==> config.mk <==
export PLATFORM = sky130hd
export DESIGN_NAME = lcm_unit_flat
export DESIGN_NICKNAME = d
export VERILOG_FILES = /design/src/rtl/core/lcm_pkg.sv /design/src/rtl/core/lcm_if.sv /design/src/rtl/core/lcm_unit.sv /design/src/flat_wrapper.sv
export SDC_FILE = /design/constraint.sdc
export NUM_CORES = 2
export LEC_CHECK = 0
export BUFFER_PORTS_ARGS = -buffer_cell sky130_fd_sc_hd__buf_4
export CAP_MARGIN = 0
export CELL_PAD_IN_SITES_DETAIL_PLACEMENT = 0
export CELL_PAD_IN_SITES_GLOBAL_PLACEMENT = 1
export CORE_MARGIN = 1
export CORE_UTILIZATION = 47
export CTS_CLUSTER_DIAMETER = 40
export DETAILED_ROUTE_END_ITERATION = 16
export MAX_ROUTING_LAYER = met4
export PLACE_DENSITY_LB_ADDON = 0.1
export SETUP_SLACK_MARGIN = 0.4
export SLEW_MARGIN = 20
export SYNTH_ARGS = -nofsm -noshare
export SYNTH_HDL_FRONTEND = slang
export SYNTH_SLANG_ARGS = --single-unit
==> constraint.sdc <==
create_clock -name clock -period 8 [get_ports clock]
set_input_delay 0.8 -clock clock [delete_from_list [all_inputs] [get_ports clock]]
set_output_delay 0.8 -clock clock [all_outputs]
set_load 0.05 [all_outputs]
==> src/rtl/core/lcm_pkg.sv <==
package lcm_pkg;

   // Operand width actually used; the low bits of each field are sign-extended.
   localparam int OPERAND_WIDTH = 32;
   localparam int FIELD_WIDTH   = 32;
   localparam int RESULT_WIDTH  = 64;
   localparam int PROD_WIDTH    = 2 * OPERAND_WIDTH;
   localparam int COUNT_WIDTH   = $clog2(PROD_WIDTH);

   typedef logic [OPERAND_WIDTH-1:0]       mag_type;
   typedef logic [PROD_WIDTH-1:0]          prod_type;
   typedef logic [COUNT_WIDTH-1:0]         count_type;
   typedef logic [OPERAND_WIDTH:0]         shift_type;
   typedef logic [OPERAND_WIDTH+1:0]       diff_type;
   typedef logic signed [FIELD_WIDTH-1:0]  field_type;
   typedef logic signed [RESULT_WIDTH-1:0] result_type;

   // Last step index of a remainder pass and of the final quotient pass.
   localparam count_type REM_LAST = count_type'(OPERAND_WIDTH - 1);
   localparam count_type DIV_LAST = count_type'(PROD_WIDTH - 1);

   typedef enum logic [2:0] {
      ST_IDLE,
      ST_REM,
      ST_STEP,
      ST_MUL,
      ST_DIV,
      ST_SIGN,
      ST_DONE
   } state_type;

endpackage

==> src/rtl/core/lcm_if.sv <==
// Request channel: two signed operands.
interface lcm_req_if;
   logic                 valid;
   logic                 ready;
   lcm_pkg::field_type   first_operand;
   lcm_pkg::field_type   second_operand;

   modport source (output valid, output first_operand, output second_operand, input ready);
   modport sink (input valid, input first_operand, input second_operand, output ready);
endinterface

// Response channel: one signed multiple.
interface lcm_rsp_if;
   logic                 valid;
   logic                 ready;
   lcm_pkg::result_type  multiple;

   modport source (output valid, output multiple, input ready);
   modport sink (input valid, input multiple, output ready);
endinterface

==> src/rtl/core/lcm_unit.sv <==
// A zero second operand passes the first operand through; otherwise the unit
// runs Euclid remainder steps (1 to about 46 at 32 bits), each followed by one
// update step, and then the final 64-by-32 quotient of the operand product by the
// GCD, all on one shared restoring subtract-and-compare unit.
// A new request is taken only while idle; a finished result waits
// in an output register. Reset is synchronous, active high: idle, output empty.
module lcm_unit (
   input  logic      clock,
   input  logic      reset,
   lcm_req_if.sink   req_chan,
   lcm_rsp_if.source rsp_chan
);

   lcm_pkg::state_type  state_ff, state_in;
   lcm_pkg::mag_type    x_mag_ff, x_mag_in;
   logic                x_neg_ff, x_neg_in;
   lcm_pkg::mag_type    y_mag_ff, y_mag_in;
   logic                y_neg_ff, y_neg_in;
   lcm_pkg::mag_type    a_mag_ff, a_mag_in;
   lcm_pkg::mag_type    b_mag_ff, b_mag_in;
   lcm_pkg::mag_type    rem_ff, rem_in;
   lcm_pkg::prod_type   dvd_ff, dvd_in;
   lcm_pkg::count_type  cnt_ff, cnt_in;
   lcm_pkg::result_type result_ff, result_in;
   logic                out_valid_ff, out_valid_in;
   lcm_pkg::result_type out_data_ff, out_data_in;

   lcm_pkg::mag_type    a_low, b_low, a_abs, b_abs, divisor, rem_next;
   logic                a_neg, b_neg, fits;
   lcm_pkg::shift_type  shifted;
   lcm_pkg::diff_type   diff;
   lcm_pkg::prod_type   dvd_next, product;

   // Operand decode: low bits, sign and magnitude.
   assign a_low = req_chan.first_operand[lcm_pkg::OPERAND_WIDTH-1:0];
   assign b_low = req_chan.second_operand[lcm_pkg::OPERAND_WIDTH-1:0];
   assign a_neg = a_low[lcm_pkg::OPERAND_WIDTH-1];
   assign b_neg = b_low[lcm_pkg::OPERAND_WIDTH-1];
   assign a_abs = a_neg ? lcm_pkg::mag_type'(-a_low) : a_low;
   assign b_abs = b_neg ? lcm_pkg::mag_type'(-b_low) : b_low;

   // Shared restoring step: shift in one dividend bit, subtract if it fits.
   assign divisor  = (state_ff == lcm_pkg::ST_DIV) ? x_mag_ff : y_mag_ff;
   assign shifted  = {rem_ff, dvd_ff[lcm_pkg::PROD_WIDTH-1]};
   assign diff     = {1'b0, shifted} - {2'b00, divisor};
   assign fits     = ~diff[lcm_pkg::OPERAND_WIDTH+1];
   assign rem_next = fits ? diff[lcm_pkg::OPERAND_WIDTH-1:0]
                          : shifted[lcm_pkg::OPERAND_WIDTH-1:0];
   assign dvd_next = {dvd_ff[lcm_pkg::PROD_WIDTH-2:0], fits};

   // Exact product of the operand magnitudes.
   assign product = lcm_pkg::prod_type'(a_mag_ff) * lcm_pkg::prod_type'(b_mag_ff);

   assign req_chan.ready    = (state_ff == lcm_pkg::ST_IDLE);
   assign rsp_chan.valid    = out_valid_ff;
   assign rsp_chan.multiple = out_data_ff;

   // Sequencer state and control registers.
   always_ff @(posedge clock) begin
      if (reset) begin
         state_ff     <= lcm_pkg::ST_IDLE;
         out_valid_ff <= 1'b0;
      end else begin
         state_ff     <= state_in;
         out_valid_ff <= out_valid_in;
      end
   end

   // Datapath registers.
   always_ff @(posedge clock) begin
      x_mag_ff    <= x_mag_in;
      x_neg_ff    <= x_neg_in;
      y_mag_ff    <= y_mag_in;
      y_neg_ff    <= y_neg_in;
      a_mag_ff    <= a_mag_in;
      b_mag_ff    <= b_mag_in;
      rem_ff      <= rem_in;
      dvd_ff      <= dvd_in;
      cnt_ff      <= cnt_in;
      result_ff   <= result_in;
      out_data_ff <= out_data_in;
   end

   // Next state and datapath control.
   always_comb begin
      state_in     = state_ff;
      x_mag_in     = x_mag_ff;
      x_neg_in     = x_neg_ff;
      y_mag_in     = y_mag_ff;
      y_neg_in     = y_neg_ff;
      a_mag_in     = a_mag_ff;
      b_mag_in     = b_mag_ff;
      rem_in       = rem_ff;
      dvd_in       = dvd_ff;
      cnt_in       = cnt_ff;
      result_in    = result_ff;
      out_data_in  = out_data_ff;
      out_valid_in = out_valid_ff & ~rsp_chan.ready;

      unique case (state_ff)
         lcm_pkg::ST_IDLE: begin
            if (req_chan.valid) begin
               x_mag_in = a_abs;
               x_neg_in = a_neg;
               y_mag_in = b_abs;
               y_neg_in = b_neg;
               a_mag_in = a_abs;
               b_mag_in = b_abs;
               dvd_in   = lcm_pkg::prod_type'(a_abs) << lcm_pkg::OPERAND_WIDTH;
               rem_in   = '0;
               cnt_in   = '0;
               // A zero second operand passes the first operand through.
               if (b_low == '0) begin
                  result_in = lcm_pkg::result_type'($signed(a_low));
                  state_in  = lcm_pkg::ST_DONE;
               end else begin
                  state_in  = lcm_pkg::ST_REM;
               end
            end
         end
         lcm_pkg::ST_REM: begin
            rem_in = rem_next;
            dvd_in = dvd_next;
            cnt_in = lcm_pkg::count_type'(cnt_ff + 1'b1);
            if (cnt_ff == lcm_pkg::REM_LAST) begin
               state_in = lcm_pkg::ST_STEP;
            end
         end
         lcm_pkg::ST_STEP: begin
            // The remainder takes the sign of the dividend; shift the pair down.
            x_mag_in = y_mag_ff;
            x_neg_in = y_neg_ff;
            y_mag_in = rem_ff;
            y_neg_in = x_neg_ff;
            if (rem_ff == '0) begin
               state_in = lcm_pkg::ST_MUL;
            end else begin
               dvd_in   = lcm_pkg::prod_type'(y_mag_ff) << lcm_pkg::OPERAND_WIDTH;
               rem_in   = '0;
               cnt_in   = '0;
               state_in = lcm_pkg::ST_REM;
            end
         end
         lcm_pkg::ST_MUL: begin
            dvd_in   = product;
            rem_in   = '0;
            cnt_in   = '0;
            state_in = lcm_pkg::ST_DIV;
         end
         lcm_pkg::ST_DIV: begin
            rem_in = rem_next;
            dvd_in = dvd_next;
            cnt_in = lcm_pkg::count_type'(cnt_ff + 1'b1);
            if (cnt_ff == lcm_pkg::DIV_LAST) begin
               state_in = lcm_pkg::ST_SIGN;
            end
         end
         lcm_pkg::ST_SIGN: begin
            // The quotient follows the sign of the GCD.
            result_in = x_neg_ff ? -lcm_pkg::result_type'(dvd_ff)
                                 : lcm_pkg::result_type'(dvd_ff);
            state_in  = lcm_pkg::ST_DONE;
         end
         lcm_pkg::ST_DONE: begin
            if (!out_valid_ff || rsp_chan.ready) begin
               out_valid_in = 1'b1;
               out_data_in  = result_ff;
               state_in     = lcm_pkg::ST_IDLE;
            end
         end
         default: begin
            state_in = lcm_pkg::ST_IDLE;
         end
      endcase
   end

endmodule

==> src/flat_wrapper.sv <==
// flat-port wrapper written by rule: the top's interface ports become plain ports
module lcm_unit_flat 
  (clock, reset, req_chan_valid, req_chan_first_operand, req_chan_second_operand, req_chan_ready, rsp_chan_valid, rsp_chan_multiple, rsp_chan_ready);
  lcm_req_if req_chan_i ();
  lcm_rsp_if rsp_chan_i ();
  input  logic clock;
  input  logic reset;
  input wire logic [$bits(req_chan_i.valid)-1:0] req_chan_valid;
  input wire logic [$bits(req_chan_i.first_operand)-1:0] req_chan_first_operand;
  input wire logic [$bits(req_chan_i.second_operand)-1:0] req_chan_second_operand;
  output wire logic [$bits(req_chan_i.ready)-1:0] req_chan_ready;
  output wire logic [$bits(rsp_chan_i.valid)-1:0] rsp_chan_valid;
  output wire logic [$bits(rsp_chan_i.multiple)-1:0] rsp_chan_multiple;
  input wire logic [$bits(rsp_chan_i.ready)-1:0] rsp_chan_ready;
  assign req_chan_i.valid = req_chan_valid;
  assign req_chan_i.first_operand = req_chan_first_operand;
  assign req_chan_i.second_operand = req_chan_second_operand;
  assign req_chan_ready = req_chan_i.ready;
  assign rsp_chan_valid = rsp_chan_i.valid;
  assign rsp_chan_multiple = rsp_chan_i.multiple;
  assign rsp_chan_i.ready = rsp_chan_ready;
  lcm_unit u_core (.clock(clock), .reset(reset), .req_chan(req_chan_i), .rsp_chan(rsp_chan_i));
endmodule
; Word-level counts from Yosys, hierarchy flattened
; Index checks and enable logic that the tools add are counted.
[classes]
multipliers = 1
reduce_logical = 15
bitwise = 3
mux = 34
addsub = 5
n_eq_ne = 14
[op_table]
columns = cell, count
row1 = $mux 64, 5
row2 = $mux 32, 8
row3 = $pmux 64 s4, 1
row4 = $pmux 32 s2, 2
row5 = $pmux 32 s4, 1
row6 = $pmux 64 s2, 1
row7 = $logic_not 32->1, 2
row8 = $mul 32x32->64, 1
row9 = $neg 32->32, 2
row10 = $neg 64->64, 1
row11 = $sub 33x32->34, 1
row12 = $pmux 6 s4, 1
row13 = $pmux 3 s7, 1
row14 = $mux 3, 5
row15 = $mux 6, 2
row16 = $eq 3x3->1 const B, 3
row17 = $add 6x1->6 const B, 1
row18 = $eq 3x2->1 const B, 2
row19 = $eq 6x5->1 const B, 1
row20 = $eq 6x6->1 const B, 1
row21 = $ne 2x1->1 const B, 3
row22 = $ne 2x2->1 const B, 3
row23 = $reduce_and 2->1, 3
row24 = $reduce_and 3->1, 2
row25 = 13 further kinds, 19
[word_totals]
reg_bits = 364
elab_cells = 85

; Longest topological paths before layout
[logic_depth]
word_depth = 5
ltp_mapped = 27
ltp_nobuf = 25

; Worst setup path before layout
; No wires, ideal clock.
[synth_path]
path_kind = input to register
start = input req_chan_second_operand[12]
end = register u_core.result_ff[0] (enable)
setup_ns = 0.574
path_stages = 5
path_slack_ns = 0.265
arrival_ns = 7.161
cell_sequence = or4_1 nor4_1 nand4_1 or3_1 o21ai_0
[synth_via]
elab_chain_cells = 3
[synth_lines]
columns = item, line
row1 = from (decl), flat_wrapper.sv:10  ; input wire logic [$bits(req_chan_i.second_operand)-1:0] req_chan_second_operand;
row2 = $logic_not 32->1, lcm_unit.sv:113  ; if (b_low == '0) begin
row3 = $ne 2x1->1 (no line), n/a
row4 = $reduce_and 3->1 (no line), n/a
row5 = to (signal assigned), lcm_unit.sv:80  ; result_ff <= result_in;
row6 = to (decl), lcm_unit.sv:24  ; lcm_pkg::result_type result_ff, result_in;
; Every way passes these cells.
; A chain may end at the register's enable or synchronous reset.

; Worst setup path after layout
[layout_path]
start = register u_core.b_mag_ff[10]
end = register u_core.dvd_ff[47] (data pin)
[layout_via]
elab_chain_cells = 2
[layout_lines]
columns = item, line
row1 = from (decl), lcm_unit.sv:20  ; lcm_pkg::mag_type b_mag_ff, b_mag_in;
row2 = from (signal assigned), lcm_unit.sv:76  ; b_mag_ff <= b_mag_in;
row3 = $mul 32x32->64, lcm_unit.sv:52  ; assign product = lcm_pkg::prod_type'(a_mag_ff) * lcm_pkg::prod_type'(b_mag_ff);
row4 = $pmux 64 s4, lcm_unit.sv:100  ; unique case (state_ff)
row5 = net u_core.dvd_in[47], lcm_unit.sv:22  ; lcm_pkg::prod_type dvd_ff, dvd_in;
row6 = to (signal assigned), lcm_unit.sv:78  ; dvd_ff <= dvd_in;
row7 = to (decl), lcm_unit.sv:22
; The timed path passes the listed nets, and every way through them passes these cells.

==> results.ini <==
[timing]
clock.fmax_mhz = 131
max_slew.worst_pin.slew_ns = 1.21
fin_crit_sh = 0.951
setup_tns_ns = 0
timing.final.max_slew_violations = 0
maxSlewHeadroom = 0.189
grt_setup_unrepaired = true
post-route-min-period_ns = 7.61
finClkSkew_ns = 0.0598
setup_viol = 0
hold_viol_final = 0

[die]
initial_util = 0.477
die_w_um = 338
floorplan.io_pins = 134
die_y_um = 338
floorplan.rows = 122
floorplan.core_area_um2 = 111000
design.die.area_um2 = 114000

[setup_path]
cp-start-kind = flip-flop
critical-path-top-cell-by-count = sky130_fd_sc_hd__fa_1
cp_data_arrival_time_ns = 7.99
crit_path_end_kind = flip-flop
critical_path_required_ns = 8.38
critical_path_s_largest_stage_delay_ns = 0.57
worstPathMaxFanout = 16
cell_with_the_biggest_individual_delay_on_the_critical_path = sky130_fd_sc_hd__fa_2
critical_path.n_buffers_inverters = 7
worstSetupPathType = reg2reg
timing.critical_path.max_delay_family = adder cells

[final_layout]
multi_input_logic_area_um2 = 38100
area.growth.synth_to_final_pct = 14.2
sequential_cell_area_um2 = 10900
final_cell_mix = sky130_fd_sc_hd__inv_1 (908), sky130_fd_sc_hd__fa_1 (882), sky130_fd_sc_hd__nand2_1 (615)
layout_commonest_cell = sky130_fd_sc_hd__inv_1
utilization = 0.544
num-fill-cells = 10100
drive_above_1_share = 0.124
final_nets = 6828

[cts]
path_clk_slew_ns = 0.06
cts-buffers-inserted = 75
cts_tree = built
clockRootBuffer = sky130_fd_sc_hd__clkbuf_16
clockBufferDepth = 3
htreeDepth = 3
clock_sinks = 364
clock_latency_ns = 0.68

[yosys]
yosysWarnings = 0
synth-adder-area-share = 0.410
synth_mux_area_frac = 0.0230
synth.top_cells.by_area = sky130_fd_sc_hd__fa_1 (34%), sky130_fd_sc_hd__edfxtp_1 (20%), sky130_fd_sc_hd__ha_1 (7.1%)
number_of_synthesized_register_bits = 364
synth-xor-area-share = 0.0319
syn-num-nets = 6696
yosys.area_share.simple = 0.158
ys_types = 85
synthesis.instances = 5432
synth.yosys.seq_area_share = 0.206
compound_gate_portion_of_the_synthesized_area = 0.0845
synth.largest_area_cell = sky130_fd_sc_hd__fa_1
synthFlopType = sky130_fd_sc_hd__edfxtp_1
async_set_reset_flop_share_out_of_synthesis = 0
yosys.area.top_type_share = 0.339
mappedNetlistArea_um2 = 53000
dominant_combinational_cell_family_by_area_after_synthesis = adder cells
syn_avg_cell_area_um2 = 9.75
synth-edff-count = 360

[grt]
grt_first_pass_wirelength_um = 261000
largest_net_degree_at_the_start_of_global_routing = 86
groute.usage.overall = 0.317
via_count_of_the_first_global_routing_pass = 40900
antenna_found_initial = 14
grt_remaining_overflow = 0

[route]
post_drt_via_cell_ratio = 5.59
drc = 0
drt_first_iter_violations = 3256
vias = 39800
routed_wire_length_um = 173000
drt-pass1-iter-count = 6
wire_per_inst_um = 24.3
postRouteAntennaNets = 0

[min_path]
hp-class = in2reg

[run_status]
status = complete, no violations

[placed_design]
place_hpwl_um = 134000
gp_congestion = 0.948
port_buffers = 133

[flow_run]
cap_viol_max_count = 0

-- through the flow --
step | hold slack, ns | instances | area (um^2) | worst slack [ns]
final | 0.353 | 7119 | 60500 | 0.389
after CTS | 0.338 | 7077 | 59600 | 0.365
after global routing | 0.355 | 7118 | 60500 | 0.226
after floorplan | 0.400 | 5432 | 53000 | 0.608
after detailed placement | 0.405 | 6923 | 56700 | 0.112
after global placement | 0.402 | 6923 | 56700 | 0.140
-- sequential cells by signal, indices dropped and copies added, names as in the netlist --
name / count
u_core.dvd_ff: 64
u_core.result_ff: 64
u_core.rsp_chan.multiple: 64
u_core.a_mag_ff: 32
u_core.b_mag_ff: 32
u_core.rem_ff: 32
u_core.x_mag_ff: 32
u_core.y_mag_ff: 32
u_core.cnt_ff: 6
u_core.state_ff: 3
u_core.rsp_chan.valid: 1
u_core.x_neg_ff: 1
u_core.y_neg_ff: 1
-- worst paths after layout --
path,from,end,slack [ns],depth (start not counted)
max reg2reg,u_core.b_mag_ff[10],u_core.dvd_ff[47],0.39,25
min reg2reg,u_core.result_ff[50],u_core.rsp_chan.multiple[50],0.41,0
max,u_core.b_mag_ff[10],u_core.dvd_ff[47],0.39,25
min,reset,u_core.state_ff[1],0.35,2
-- metal layers --
layer,global-route usage,part of all wire,vias to the layer above,routed length [um]
li1,-,-,17500,-
met1,0.436,0.44,20600,75600
met2,0.491,0.46,1374,80300
met3,0.0451,0.067,288,11500
met4,0.0916,0.032,0,5580
met5,-,0,-,0
-- repair_timing --
action,CTS,global route
gates cloned,1,6
buffers inserted,16,29
hold buffers,0,0
gates resized for setup,37,111
setup endpoints to repair,24,30
pin swaps,17,40
-- worst register-to-register path, stage by stage (launching register included) --
cell	delay, ns
sky130_fd_sc_hd__edfxtp_1	0.40
sky130_fd_sc_hd__buf_4	0.16
sky130_fd_sc_hd__buf_12	0.14
sky130_fd_sc_hd__and2_1	0.19
sky130_fd_sc_hd__fa_1	0.47
sky130_fd_sc_hd__fa_1	0.56
sky130_fd_sc_hd__inv_1	0.06
sky130_fd_sc_hd__fa_2	0.40
sky130_fd_sc_hd__fa_1	0.54
sky130_fd_sc_hd__inv_1	0.06
sky130_fd_sc_hd__fa_2	0.57
sky130_fd_sc_hd__fa_2	0.45
sky130_fd_sc_hd__fa_1	0.53
sky130_fd_sc_hd__inv_1	0.07
sky130_fd_sc_hd__fa_1	0.51
sky130_fd_sc_hd__inv_1	0.06
sky130_fd_sc_hd__ha_2	0.19
sky130_fd_sc_hd__a21oi_2	0.16
sky130_fd_sc_hd__o21bai_1	0.11
sky130_fd_sc_hd__a21oi_1	0.17
sky130_fd_sc_hd__or3b_2	0.47
sky130_fd_sc_hd__a211oi_2	0.20
sky130_fd_sc_hd__buf_4	0.18
sky130_fd_sc_hd__o21ai_0	0.12
sky130_fd_sc_hd__xnor2_1	0.37
sky130_fd_sc_hd__o211ai_1	0.18
-- Yosys cell counts, types with 26 or more instances --
cell type	instances
sky130_fd_sc_hd__inv_1	913
sky130_fd_sc_hd__fa_1	897
sky130_fd_sc_hd__nand2_1	622
sky130_fd_sc_hd__and2_1	595
sky130_fd_sc_hd__edfxtp_1	360
sky130_fd_sc_hd__ha_1	299
sky130_fd_sc_hd__clkbuf_1	289
sky130_fd_sc_hd__o21ai_0	196
sky130_fd_sc_hd__a21oi_1	174
sky130_fd_sc_hd__nor2_1	157
sky130_fd_sc_hd__xor2_1	101
sky130_fd_sc_hd__xnor2_1	92
sky130_fd_sc_hd__mux2i_1	61
sky130_fd_sc_hd__a21o_1	60
sky130_fd_sc_hd__mux2_2	52
sky130_fd_sc_hd__nand3_1	44
sky130_fd_sc_hd__nand4_1	38
sky130_fd_sc_hd__o31ai_1	38
sky130_fd_sc_hd__nor3_1	36
sky130_fd_sc_hd__or3_1	26
-- cells by family (layout without fill, tap and decap cells) --
group,count (synthesis),in the layout
AOI/OAI and AO/OA,692,692
xor gates and xnor gates,193,193
adders and majority gates,1196,1196
buffers and inverters,1219,1411
DFF,364,364
muxes,114,114
other,0,7
and+or+nand+nor,1654,1654
-- final cells by class --
class / instances / share of cell area
clock inverter: 58 / 0.0111
timing repair buffer: 361 / 0.0589
tap: 1488 / 0.0308
multi-input combinational: 3849 / 0.631
inverter: 913 / 0.0567
clock buffer: 79 / 0.0313
sequential: 364 / 0.180
antenna: 7 / 0.000290
Power is left out: the tool's default activity adds up to more than one toggle a clock period on the data nets, which glitch-free logic cannot reach.
